<file path="config.mk">
export PLATFORM = sky130hd
export DESIGN_NAME = rbsi_merge
export DESIGN_NICKNAME = d
export VERILOG_FILES = /design/src/rbsi_pkg.sv /design/src/rbsi_merge.sv
export SDC_FILE = /design/constraint.sdc
export NUM_CORES = 1
export LEC_CHECK = 0
export BUFFER_PORTS_ARGS = -buffer_cell sky130_fd_sc_hd__buf_2
export CORE_ASPECT_RATIO = 0.5
export CORE_UTILIZATION = 55
export DETAILED_ROUTE_END_ITERATION = 16
export HOLD_SLACK_MARGIN = 0.1
export PLACE_DENSITY = 0.79
export SLEW_MARGIN = 20
export SYNTH_ARGS = -nofsm -noshare
export SYNTH_HDL_FRONTEND = slang
export SYNTH_SLANG_ARGS = --single-unit
</file>
<file path="constraint.sdc">
create_clock -name clk -period 6.5 [get_ports clk]
set_input_delay 1.3 -clock clk [delete_from_list [all_inputs] [get_ports clk]]
set_output_delay 1.3 -clock clk [all_outputs]
set_load 0.05 [all_outputs]
</file>
<file path="src/rbsi_pkg.sv">
// Shared constants for the ray/box slab intersection block.
// Holds default widths and configuration register indexes; no dependencies.
`timescale 1ns / 1ps
`default_nettype none
package rbsi_pkg;
  localparam int COORD_WIDTH_DEF = 32;
  localparam int FRAC_BITS_DEF   = 16;
  localparam int CFG_INDEX_WIDTH = 3;

  // Configuration register indexes.
  localparam logic [CFG_INDEX_WIDTH-1:0] REG_CENTER_X = 3'd0;
  localparam logic [CFG_INDEX_WIDTH-1:0] REG_CENTER_Y = 3'd1;
  localparam logic [CFG_INDEX_WIDTH-1:0] REG_CENTER_Z = 3'd2;
  localparam logic [CFG_INDEX_WIDTH-1:0] REG_SIZE_X   = 3'd3;
  localparam logic [CFG_INDEX_WIDTH-1:0] REG_SIZE_Y   = 3'd4;
  localparam logic [CFG_INDEX_WIDTH-1:0] REG_SIZE_Z   = 3'd5;
endpackage
`default_nettype wire

</file>
<file path="src/rbsi_merge.sv">
// Merges the three slabs and applies the distance window (2 stages).
// Depends on rbsi_pkg.
`timescale 1ns / 1ps
`default_nettype none
module rbsi_merge #(
  parameter int W = 32
) (
  input  wire logic                clk,
  input  wire logic                rst,
  input  wire logic                in_valid,
  input  wire logic signed [W-1:0] xn, xf, yn, yf, zn, zf,
  input  wire logic signed [W-1:0] t_lower,
  input  wire logic signed [W-1:0] t_upper,
  output logic                     out_valid,
  output logic                     hit,
  output logic signed [W-1:0]      t
);
  import rbsi_pkg::*;

  logic [1:0] v;
  logic s1_miss;
  logic signed [W-1:0] s1_tmin, s1_tmax, s1_zn, s1_zf, s1_tl, s1_tu;
  logic miss2;
  logic signed [W-1:0] tmin2, tmax2, tsel;

  always_ff @(posedge clk) begin
    if (rst) v <= '0;
    else v <= {v[0], in_valid};
  end

  // First merge: x against y.
  always_ff @(posedge clk) begin
    s1_miss <= (xn > yf) || (yn > xf);
    s1_tmin <= (yn > xn) ? yn : xn;
    s1_tmax <= (yf < xf) ? yf : xf;
    s1_zn   <= zn;
    s1_zf   <= zf;
    s1_tl   <= t_lower;
    s1_tu   <= t_upper;
  end

  // Second merge with z, then the window test.
  always_comb begin
    miss2 = s1_miss || (s1_tmin > s1_zf) || (s1_zn > s1_tmax);
    tmin2 = (s1_zn > s1_tmin) ? s1_zn : s1_tmin;
    tmax2 = (s1_zf < s1_tmax) ? s1_zf : s1_tmax;
    tsel  = (tmin2 < s1_tl) ? tmax2 : tmin2;
  end

  always_ff @(posedge clk) begin
    hit <= !miss2 && !(tsel < s1_tl) && !(tsel > s1_tu);
    t   <= tsel;
  end

  assign out_valid = v[1];
endmodule
`default_nettype wire

</file>
==> results.md, run 1 <==
- Layout cell share with drive strength beyond 1: 25.50%
- Multi-input gate area: a little under 10000 um^2
- Post-DRT Antenna Nets: 0
- Final hold violation count: 0
- Syn Inst Count: 1622
- Fill cells: roughly 2100
- DP Wirelength: roughly 38000 um
- Reg clk slew, reported paths: around 0.07 ns
- Slew at the pin with the worst max-slew slack: 1.014 ns
- Final std cells w/o fill: ~2300
- Seq cells post-synth: 228
- WL final: ~45000 um
- Die H: 119.3 um
- Max_cap viols: 0
- FF+latch area: around 4600 um^2
- Worst Path Max Fanout: 8
- PwrDens: around 310 nW/um^2
- 1st-iter DRT viols: 1316
- Die Span X: roughly 240 um
- Mapped cell area: 15140 um^2
- Hold buffer count at CTS: 0
- H-tree Lvls: 1
- Gr ovfl total: 0
- Crit path launch type: flop
- Sequential area share after synthesis: 30.14%
- CTS buffer count: 22
- Slowest-stage cell, CP: or4_1
- Number of global-route vias before repair: 12470
- YS warnings: 0
- Initial Util: around 57%
- DIE AREA: 28240 um^2
- Placed insts: about 2300
- Clock root buffer: clkbuf_16
- Top cell type's share of synthesized area: 30.14%
- Largest delay share family, worst path: compound AO/OA/AOI/OAI gates
- Arr. time, crit path: 6.76 ns
- Min Tclk post-route: 6.324 ns
- P_leak: 9.858 nW
- Core Footprint: between 20000 and 30000 um^2
- Worst EP required: approximately 7 ns
- Worst hold path type: flop to flop
- Synth cell types: 64
- Top cells by count, synth: ha_1, inv_1, dfxtp_1
- Pwr Total: 5.751 mW
- Net count, final: 2552
- Mapped Nets: 2229
- Max VDD drop: 214.4 uV
- First-pass GRT wire length: 67230 um
- Port bufs: ~290
- Rows: 42
- CTS tree: done
- Yosys top cell by area: dfxtp_1
- GP Congestion: ~1
- Via count: 13180
- CTS max path bufs: 3
- DRC: 0
- Synth-to-Final Area Change: 21.81%
- Clock sinks: 228
- Post-synth top flop: dfxtp_1
- Synth area leaders: dfxtp_1, ha_1, inv_1, mux2i_1, a21oi_1
- Fmax: 158.1 MHz
- Total Routing Usage GR: 30.95%
- Post-synth ARST share: 0%
- Clk_lat worst skew: 0.51 ns
- Top-level I/O count: 293
- Final hold slack: 0.4459 ns
- Drt first pass iters: 6
- Post-synth EDFFs: 0
- Mean Syn Cell Area: 9.335 um^2
- Final setup skew: 0.01487 ns
- Initial antenna violation count: 2
- Largest net degree at the start of global routing: 33
- DR WL/cell: 19.60 um
- Tcrit/Tclk final: 97.30%
- Relative slew slack: between 30% and 40%
- Via density: 5.693
- Setup crit end kind: flop
- Worst stage delay on the critical path: 0.51 ns
- Final Setup Violations: 0
- WS Path Type: flop to flop
- Status: completed
- Max Transition Viols Final: 0
- Worst path bufs/invs: 5
- Most common cell in the netlist: ha_1
## area by class of cell
class | count | area share (%)
clock buffers | 28 | 3.494
flip-flops and latches | 228 | 24.85
diodes | 2 | 0.02714
well taps | 352 | 2.388
multi-input cells | 1104 | 53.24
inverters | 270 | 5.495
clock inverters | 12 | 0.8208
repair buffers | 319 | 9.687
## per-stage QoR
| stage | worst slack [ns] | TNS [ns] | utilization [%] | area (um^2) |
|---|---|---|---|---|
| floorplan | 0.5569 | 0 | - | 15140 |
| global placement | 0.1844 | 0 | 63.94 | 17100 |
| detailed placement | -0.03969 | -0.03969 | 63.94 | 17100 |
| CTS | 0.004236 | 0 | 66.94 | 17910 |
| global route | -0.1436 | -0.1436 | 68.95 | 18440 |
| finish | 0.1756 | 0 | 68.95 | 18440 |
## registers in the layout, indices dropped and copies added, names as in the netlist
| signal | flops |
|---|---|
| hit | 1 |
| s1_miss | 1 |
| s1_tl | 32 |
| s1_tmax | 32 |
| s1_tmin | 32 |
| s1_tu | 32 |
| s1_zf | 32 |
| s1_zn | 32 |
| t | 32 |
| v | 2 |
## cells by family (layout without fill, tap and decap cells)
logic type | after synthesis | count (layout) | synth area share (%)
adders and majority gates | 348 | 348 | 28.76
AOI/OAI and AO/OA | 331 | 331 | 13.57
and+or+nand+nor | 293 | 293 | 10.02
buffers and inverters | 290 | 629 | 7.462
DFF | 228 | 228 | 30.14
muxes | 131 | 131 | 9.990
xor gates and xnor gates | 1 | 1 | 0.05785
other | 0 | 2 | 0
## per-layer routing
layer	routed length (um)	track usage, %	vias to the layer above
met5	0	0	-
met4	786	5.763	0
met3	3846	5.169	53
met2	18610	46.08	576
met1	22140	46.62	6140
li1	-	-	6411
## path summary, 6_finish.rpt
path | start | end | slack [ns] | depth (start not counted)
worst max-delay path | s1_tmin[31]$_DFF_P_ | hit$_DFF_P_ | 0.18 | 32
worst min-delay path | v[0]$_SDFF_PP0_ | v[1]$_SDFF_PP0_ | 0.45 | 1
worst max register to register | s1_tmin[31]$_DFF_P_ | hit$_DFF_P_ | 0.18 | 32
worst min register to register | v[0]$_SDFF_PP0_ | v[1]$_SDFF_PP0_ | 0.45 | 1
## worst register-to-register path, delay by kind of cell (launching register included)
kind	cells	cell delay, ns
flip-flops	1	0.35
buffers and inverters	5	0.71
AND/OR/NAND/NOR	8	1.46
AO/OA/AOI/OAI	14	2.53
multiplexers	2	0.53
adder cells (fa/ha/maj)	3	0.68
## repair_timing
item	CTS	global route
resized for setup	1	94
endpoints found under the hold margin	0	0
endpoints found under the setup margin	1	1
pin swaps	0	34
gates cloned	0	5
buffers inserted	0	4
## cells in the final DEF (no fill, tap or decap), types with 27 or more instances in the layout
| cell | n |
|---|---|
| a21o_1 | 55 |
| a21oi_1 | 91 |
| buf_2 | 292 |
| clkbuf_16 | 27 |
| dfxtp_1 | 213 |
| ha_1 | 331 |
| inv_1 | 265 |
| mux2_2 | 30 |
| mux2_4 | 31 |
| mux2i_1 | 66 |
| nand2_1 | 77 |
| nand4_1 | 63 |
| nor2_1 | 43 |
| o21ai_0 | 68 |
## power by group
group	switching [mW]	internal, mW	leakage [nW]	total [mW]
Combinational	1.62	1.05	7.54	2.67
Sequential	0.0913	1.60	1.92	1.69
Clock	0.561	0.826	0.391	1.39
No activity file was read; power rests on OpenSTA's default activity.
==> run 2, diff against run 1 <==
CORE_ASPECT_RATIO = 0.6   (was 0.5)
==> run 2 against run 1 <==
The run now ends with setup timing left. Via count rose by 1.4%. Power rose by 2.6%. Critical path type unchanged. Critical path depth rose by 1. Register-to-register slack got worse by 0.40 ns. Largest power group unchanged. Highest routed layer unchanged. Non-clock buffer count rose by 58. Sequential share of layout area fell by 0.43 points.
==> results.md, run 2 (same netlist as run 1, synthesis figures left out) <==
- Die H: 130.5 um (+9.4%)
- Final hold violation count: 0 (unchanged)
- Core Footprint: 26710 um^2 (-0.16%)
- Arr. time, crit path: 7.17 ns (+0.41 ns)
- WL final: 47950 um (+5.7%)
- Reg clk slew, reported paths: 0.07 ns (about the same)
- DIE AREA: 28220 um^2 (about the same)
- Max Transition Viols Final: 0 (unchanged)
- Setup crit end kind: flop
- Drt first pass iters: 5 (-1)
- Commonest non-fill, non-tap cells in the layout: ha_1, buf_2, inv_1
- Most common cell on crit path: buf_4
- Pwr Total: 5.903 mW (+2.6%)
- Worst hold path type: flop to flop
- Largest net degree at the start of global routing: 32 (-3.0%)
- Final Setup Violations: 1 (+1)
- DP Wirelength: 40360 um (+5.4%)
- Relative slew slack: 30.71% (-1.7 points)
- Fill cells: 2112 (-0.47%)
- Post-DRT Antenna Nets: 0 (unchanged)
- Rows: 46 (+9.5%)
- Gr ovfl total: 0 (unchanged)
- Via density: 5.627 (-1.2%)
- Final TNS setup: -0.2210 ns (-0.2210 ns)
- Status: finished with violations
- DRC: 0 (unchanged)
- Failing checks: setup timing
- Via count: 13370 (+1.4%)
- CTS tree: done
- Worst Path Max Fanout: 13 (+5)
- Layout cell share with drive strength beyond 1: 26.51% (+1.0 points)
- First-pass GRT wire length: 71310 um (+6.1%)
- Multi-input gate area: 9807 um^2 (-0.13%)
- Slowest-stage cell, CP: a2111o_1
- Final setup skew: 0.01862 ns (+0.003752 ns)
- Leading cell type in the layout, fill and taps excluded: ha_1
- Initial Util: 56.70% (+0.090 points)
- Clk_lat worst skew: 0.52 ns (about the same)
- Total Routing Usage GR: 33.29% (+2.3 points)
- Max_cap viols: 0 (unchanged)
- Top-level I/O count: 293 (unchanged)
- Utilization of the core after routing: 70.13% (+1.2 points)
- Crit path launch type: flop
- GP Congestion: 1.038 (+5.5%)
- FF+latch area: 4574 um^2 (-0.19%)
- Number of global-route vias before repair: 12780 (+2.5%)
- Worst EP required: 6.95 ns (about the same)
- Port bufs: 292 (unchanged)
- CTS buffer count: 20 (-9.1%)
- Slew at the pin with the worst max-slew slack: 1.030 ns (+0.01560 ns)
- Tcrit/Tclk final: 103.4% (+6.1 points)
- Worst stage delay on the critical path: 0.47 ns (-0.04 ns)
- CTS max path bufs: 3 (unchanged)
- Synth-to-Final Area Change: 23.69%
- PwrDens: 315.2 nW/um^2 (+1.1%)
- 1st-iter DRT viols: 1068 (-19%)
- Die Span X: 216.2 um (-8.6%)
- DR WL/cell: 20.18 um (+3.0%)
- H-tree Lvls: 1 (unchanged)
- WS Path Type: flop to flop
- Fmax: 148.8 MHz (-5.9%)
- Initial antenna violation count: 1 (-1)
- Clock sinks: 228 (unchanged)
- Clock root buffer: clkbuf_16
- Net count, final: 2608 (+2.2%)
- Min Tclk post-route: 6.721 ns (+0.3966 ns)
- P_leak: 10.10 nW (+2.4%)
- RSZ-0062 raised after global routing: yes
- Setup slack after layout: -0.2210 ns (-0.3966 ns)
- Max VDD drop: 401.1 uV (+87%)
run 2: cell count changes in the layout (fill, tap and decap cells not counted), sizes merged:
cell / before / now
inv: 272 / 270
bufinv: 3 / 1
clkinv: 5 / 2
buf: 315 / 376
clkbuf: 32 / 31
run 2: through the flow:
| step | worst slack (ns) | cell area (um^2) | cells | hold slack, ns |
|---|---|---|---|---|
| after floorplan | 0.5569 | 15140 | 1622 | 0.4138 |
| after global placement | -0.4474 | 17520 | 2326 | 0.4187 |
| after detailed placement | -0.5664 | 17520 | 2326 | 0.4289 |
| after CTS | 0.005239 | 18570 | 2370 | 0.4456 |
| after global routing | -0.4059 | 18730 | 2375 | 0.4724 |
| final | -0.2210 | 18730 | 2376 | 0.4403 |
run 2: layer usage:
layer	share of wire, %	GRT usage (%)
met5	0	0.3333
met4	1.3	5.054
met3	9.5	7.755
met2	41	50.45
met1	48	48.64
run 2: final timing paths:
path,end,slack (ns),cells past startpoint,start
worst max-delay path,hit$_DFF_P_,-0.22,33,s1_tmin[8]$_DFF_P_
worst min-delay path,v[1]$_SDFF_PP0_,0.44,1,v[0]$_SDFF_PP0_
worst max register to register,hit$_DFF_P_,-0.22,33,s1_tmin[8]$_DFF_P_
worst min register to register,v[1]$_SDFF_PP0_,0.44,1,v[0]$_SDFF_PP0_
run 2: layout make-up:
cell class                 count  area share (%)
antenna                        2         0.02672
clock buffer                  30           3.360
clock inverter                 5          0.2939
inverter                     270           5.411
multi-input combinational   1104           52.36
sequential                   228           24.42
tap                          360           2.405
timing repair buffer         377           11.72
run 2: power by group:
part / total (mW) / internal, mW / switching (mW)
clock: 1.25 / 0.710 / 0.539
combinational: 2.97 / 1.23 / 1.74
sequential: 1.69 / 1.60 / 0.0861
run 2: worst max-delay path: cells and delay by family (launching register included):
kind | cells | cell delay, ns
muxes | 2 | 0.52
DFF | 1 | 0.36
adders and majority gates | 3 | 1.06
buffers and inverters | 6 | 0.83
and+or+nand+nor | 12 | 2.10
AOI/OAI and AO/OA | 10 | 1.74
run 2: repair_timing:
item                                    4_1_cts  5_1_grt
endpoints found under the setup margin        1        1
pin swaps                                    21       15
endpoints found under the hold margin         0        0
hold buffers                                  0        0
gates resized for setup                      50       27
setup buffers                                 8        3
cloned                                        1        1
==> run 3, diff against run 2 <==
CORE_MARGIN = 5   (was default)
==> run 3 against run 2 <==
The flow still finishes with violations (setup timing). Utilization decreased by 4.0 points. Sequential cell count unchanged. Critical path depth shrank 3. Via count is 3.6% lower. Critical path type unchanged.
==> results.md, run 3 (same netlist as run 1, synthesis figures left out) <==
- Worst EP required: 6.94 ns (about the same)
- H-tree Lvls: 1 (unchanged)
- Layout cell share with drive strength beyond 1: 22.53% (-4.0 points)
- Final Setup Violations: 1 (unchanged)
- CTS buffer count: 20 (unchanged)
- Reg2Reg Depth: 30 (-9.1%)
- CTS max path bufs: 3 (unchanged)
- Reg clk slew, reported paths: 0.08 ns (about the same)
- Placed insts: 2278 (-2.1%)
- Clock sinks: 228 (unchanged)
- Worst Hold End: v[1]$_SDFF_PP0_
- Multi-input gate area: 9613 um^2 (-2.0%)
- Fill cells: 2275 (+7.7%)
- Drt first pass iters: 5 (unchanged)
- Post-DRT Antenna Nets: 0 (unchanged)
- Total Routing Usage GR: 27.53% (-5.8 points)
- Worst stage delay on the critical path: 0.55 ns (+0.08 ns)
- Setup slack after layout: -0.03846 ns (+0.1825 ns)
- Fin area: 18090 um^2 (-3.4%)
- Setup crit end kind: flop
- DP Area: 17140 um^2 (-2.1%)
- DR WL/cell: 19.20 um (-4.8%)
- WS Path Type: flop to flop
- WL final: 44730 um (-6.7%)
- Clock root buffer: clkbuf_16
- Port bufs: 292 (unchanged)
- RSZ-0062 raised after global routing: yes
- Final std cells w/o fill: 2329 (-2.0%)
- DRC: 0 (unchanged)
- Clock Power Share: 22.6% (+1.5 points)
- Hold Crit Start: v[0]$_SDFF_PP0_
- Gr ovfl total: 0 (unchanged)
- P_leak: 9.796 nW (-3.0%)
- Sw power: 2.187 mW (-7.3%)
- Max Transition Viols Final: 0 (unchanged)
- Max VDD drop: 333.3 uV (-17%)
- Relative slew slack: 33.57% (+2.9 points)
- Via density: 5.532 (-1.7%)
- Min Tclk post-route: 6.538 ns (-0.1825 ns)
- Final TNS setup: -0.03846 ns (+0.1825 ns)
- Tcrit/Tclk final: 100.6% (-2.8 points)
- Slowest-stage cell, CP: or4_1
- Rows: 47 (+2.2%)
- FF+latch area: 4564 um^2 (-0.22%)
- Sequential share of power: 30.8% (+2.2 points)
- Initial Util: 55.37% (-1.3 points)
- Sw Share: 39.69% (-0.30 points)
- 1st-iter DRT viols: 981 (-8.1%)
- Worst hold path type: flop to flop
- DIE AREA: 31060 um^2 (+10%)
- Initial antenna violation count: 5 (+4)
- Top-level I/O count: 293 (unchanged)
- DP Wirelength: 37610 um (-6.8%)
- Arr. time, crit path: 6.97 ns (-0.20 ns)
- Reg-to-Reg End: hit$_DFF_P_
- Combinational Power Share: 46.6% (-3.7 points)
- Net count, final: 2551 (-2.2%)
- Largest net degree at the start of global routing: 33 (+3.1%)
- Reg-to-reg startpoint: s1_tmin[29]$_DFF_P_
- Worst Path Max Fanout: 16 (+3)
- Hold depth: 1 (unchanged)
- GP Congestion: 0.9876 (-4.8%)
- CTS tree: done
- Final hold violation count: 0 (unchanged)
- Die H: 138.5 um (+6.1%)
- First-pass GRT wire length: 68630 um (-3.8%)
- Crit path launch type: flop
- Most common cell on crit path: ha_1
- Clk_lat worst skew: 0.52 ns (about the same)
- Final setup skew: 0.01565 ns (-0.002975 ns)
- Number of global-route vias before repair: 13070 (+2.2%)
- Commonest non-fill, non-tap cells in the layout: ha_1, buf_2, inv_1
- Via count: 12880 (-3.6%)
- Core Footprint: 27350 um^2 (+2.4%)
- Synth-to-Final Area Change: 19.46%
- Reg2Reg Setup Slack: -0.04 ns (+0.18 ns)
- Total internal power: 3.323 mW (-6.2%)
- Die Span X: 224.2 um (+3.7%)
- Slew at the pin with the worst max-slew slack: 0.9965 ns (-0.03338 ns)
- Fmax: 152.9 MHz (+2.8%)
- PwrDens: 304.6 nW/um^2 (-3.4%)
- Max_cap viols: 0 (unchanged)
- Status: finished with violations
- Leading cell type in the layout, fill and taps excluded: ha_1
- Failing checks: setup timing
[run 3: changes by cell type in the layout (fill, tap and decap cells not counted), sizes merged]
cell and change:
clkinv +2, buf -58, diode +3, clkbuf -1
bufinv +1, clkinvlp -1
[run 3: worst max-delay path: cells and delay by family, from the launching register on]
| family | cells | cell delay (ns) |
|---|---|---|
| adder cells (fa/ha/maj) | 3 | 0.83 |
| multiplexers | 2 | 0.46 |
| AO/OA/AOI/OAI | 11 | 2.02 |
| buffers and inverters | 3 | 0.40 |
| flip-flops | 1 | 0.34 |
| AND/OR/NAND/NOR | 11 | 2.38 |
[run 3: layer usage]
metal	part of all wire, %	GRT usage (%)
met3	8.0	7.309
met5	0.029	0
met4	2.2	5.732
met1	47	39.33
met2	43	42.16
[run 3: final cells by class]
cell class / instances / share of cell area (%)
diodes: 5 / 0.06917
clock inverters: 7 / 0.4842
clock buffers: 28 / 3.216
well taps: 367 / 2.539
inverters: 270 / 5.603
multi-input cells: 1104 / 53.14
flip-flops and latches: 228 / 25.23
repair buffers: 320 / 9.712
[run 3: metrics by stage]
step / hold WS (ns) / setup WS [ns] / total power [mW] / util, %
final: 0.4475 / -0.03846 / 5.510 / 66.15
after global routing: 0.4670 / -0.3294 / 5.836 / 66.15
after CTS: 0.4493 / 0.008231 / 5.434 / 65.39
after detailed placement: 0.4246 / -0.1706 / 4.143 / 62.70
after global placement: 0.4262 / 0.05867 / 4.076 / 62.70
after floorplan: 0.4138 / 0.5569 / 3.402 / -
[run 3: timing repair]
item	in CTS	in global routing
gates cloned	0	2
hold buffers	0	0
setup endpoints to repair	1	1
buffers inserted	4	5
gates resized for setup	6	19
pin swaps	4	13
[run 3: power by group through the flow]
stage,clock [mW],combinational (mW),sequential [mW]
2_1_floorplan,0,1.34,2.06
3_3_place_gp,0,2.35,1.72
3_5_place_dp,0,2.42,1.72
4_1_cts,1.27,2.47,1.70
5_1_grt,1.32,2.80,1.71
6_report,1.25,2.57,1.69
[run 3: worst max path at each step]
stage	slack, ns	to	cells after the start	from
floorplan	0.56	hit$_DFF_P_	31	s1_tmin[9]$_DFF_P_
global placement	0.06	hit$_DFF_P_	29	s1_tmin[9]$_DFF_P_
detailed placement	-0.17	hit$_DFF_P_	32	s1_tmin[9]$_DFF_P_
CTS	0.008	hit$_DFF_P_	32	s1_tmin[9]$_DFF_P_
global route	-0.33	hit$_DFF_P_	31	s1_tmin[30]$_DFF_P_
finish	-0.04	hit$_DFF_P_	30	s1_tmin[29]$_DFF_P_
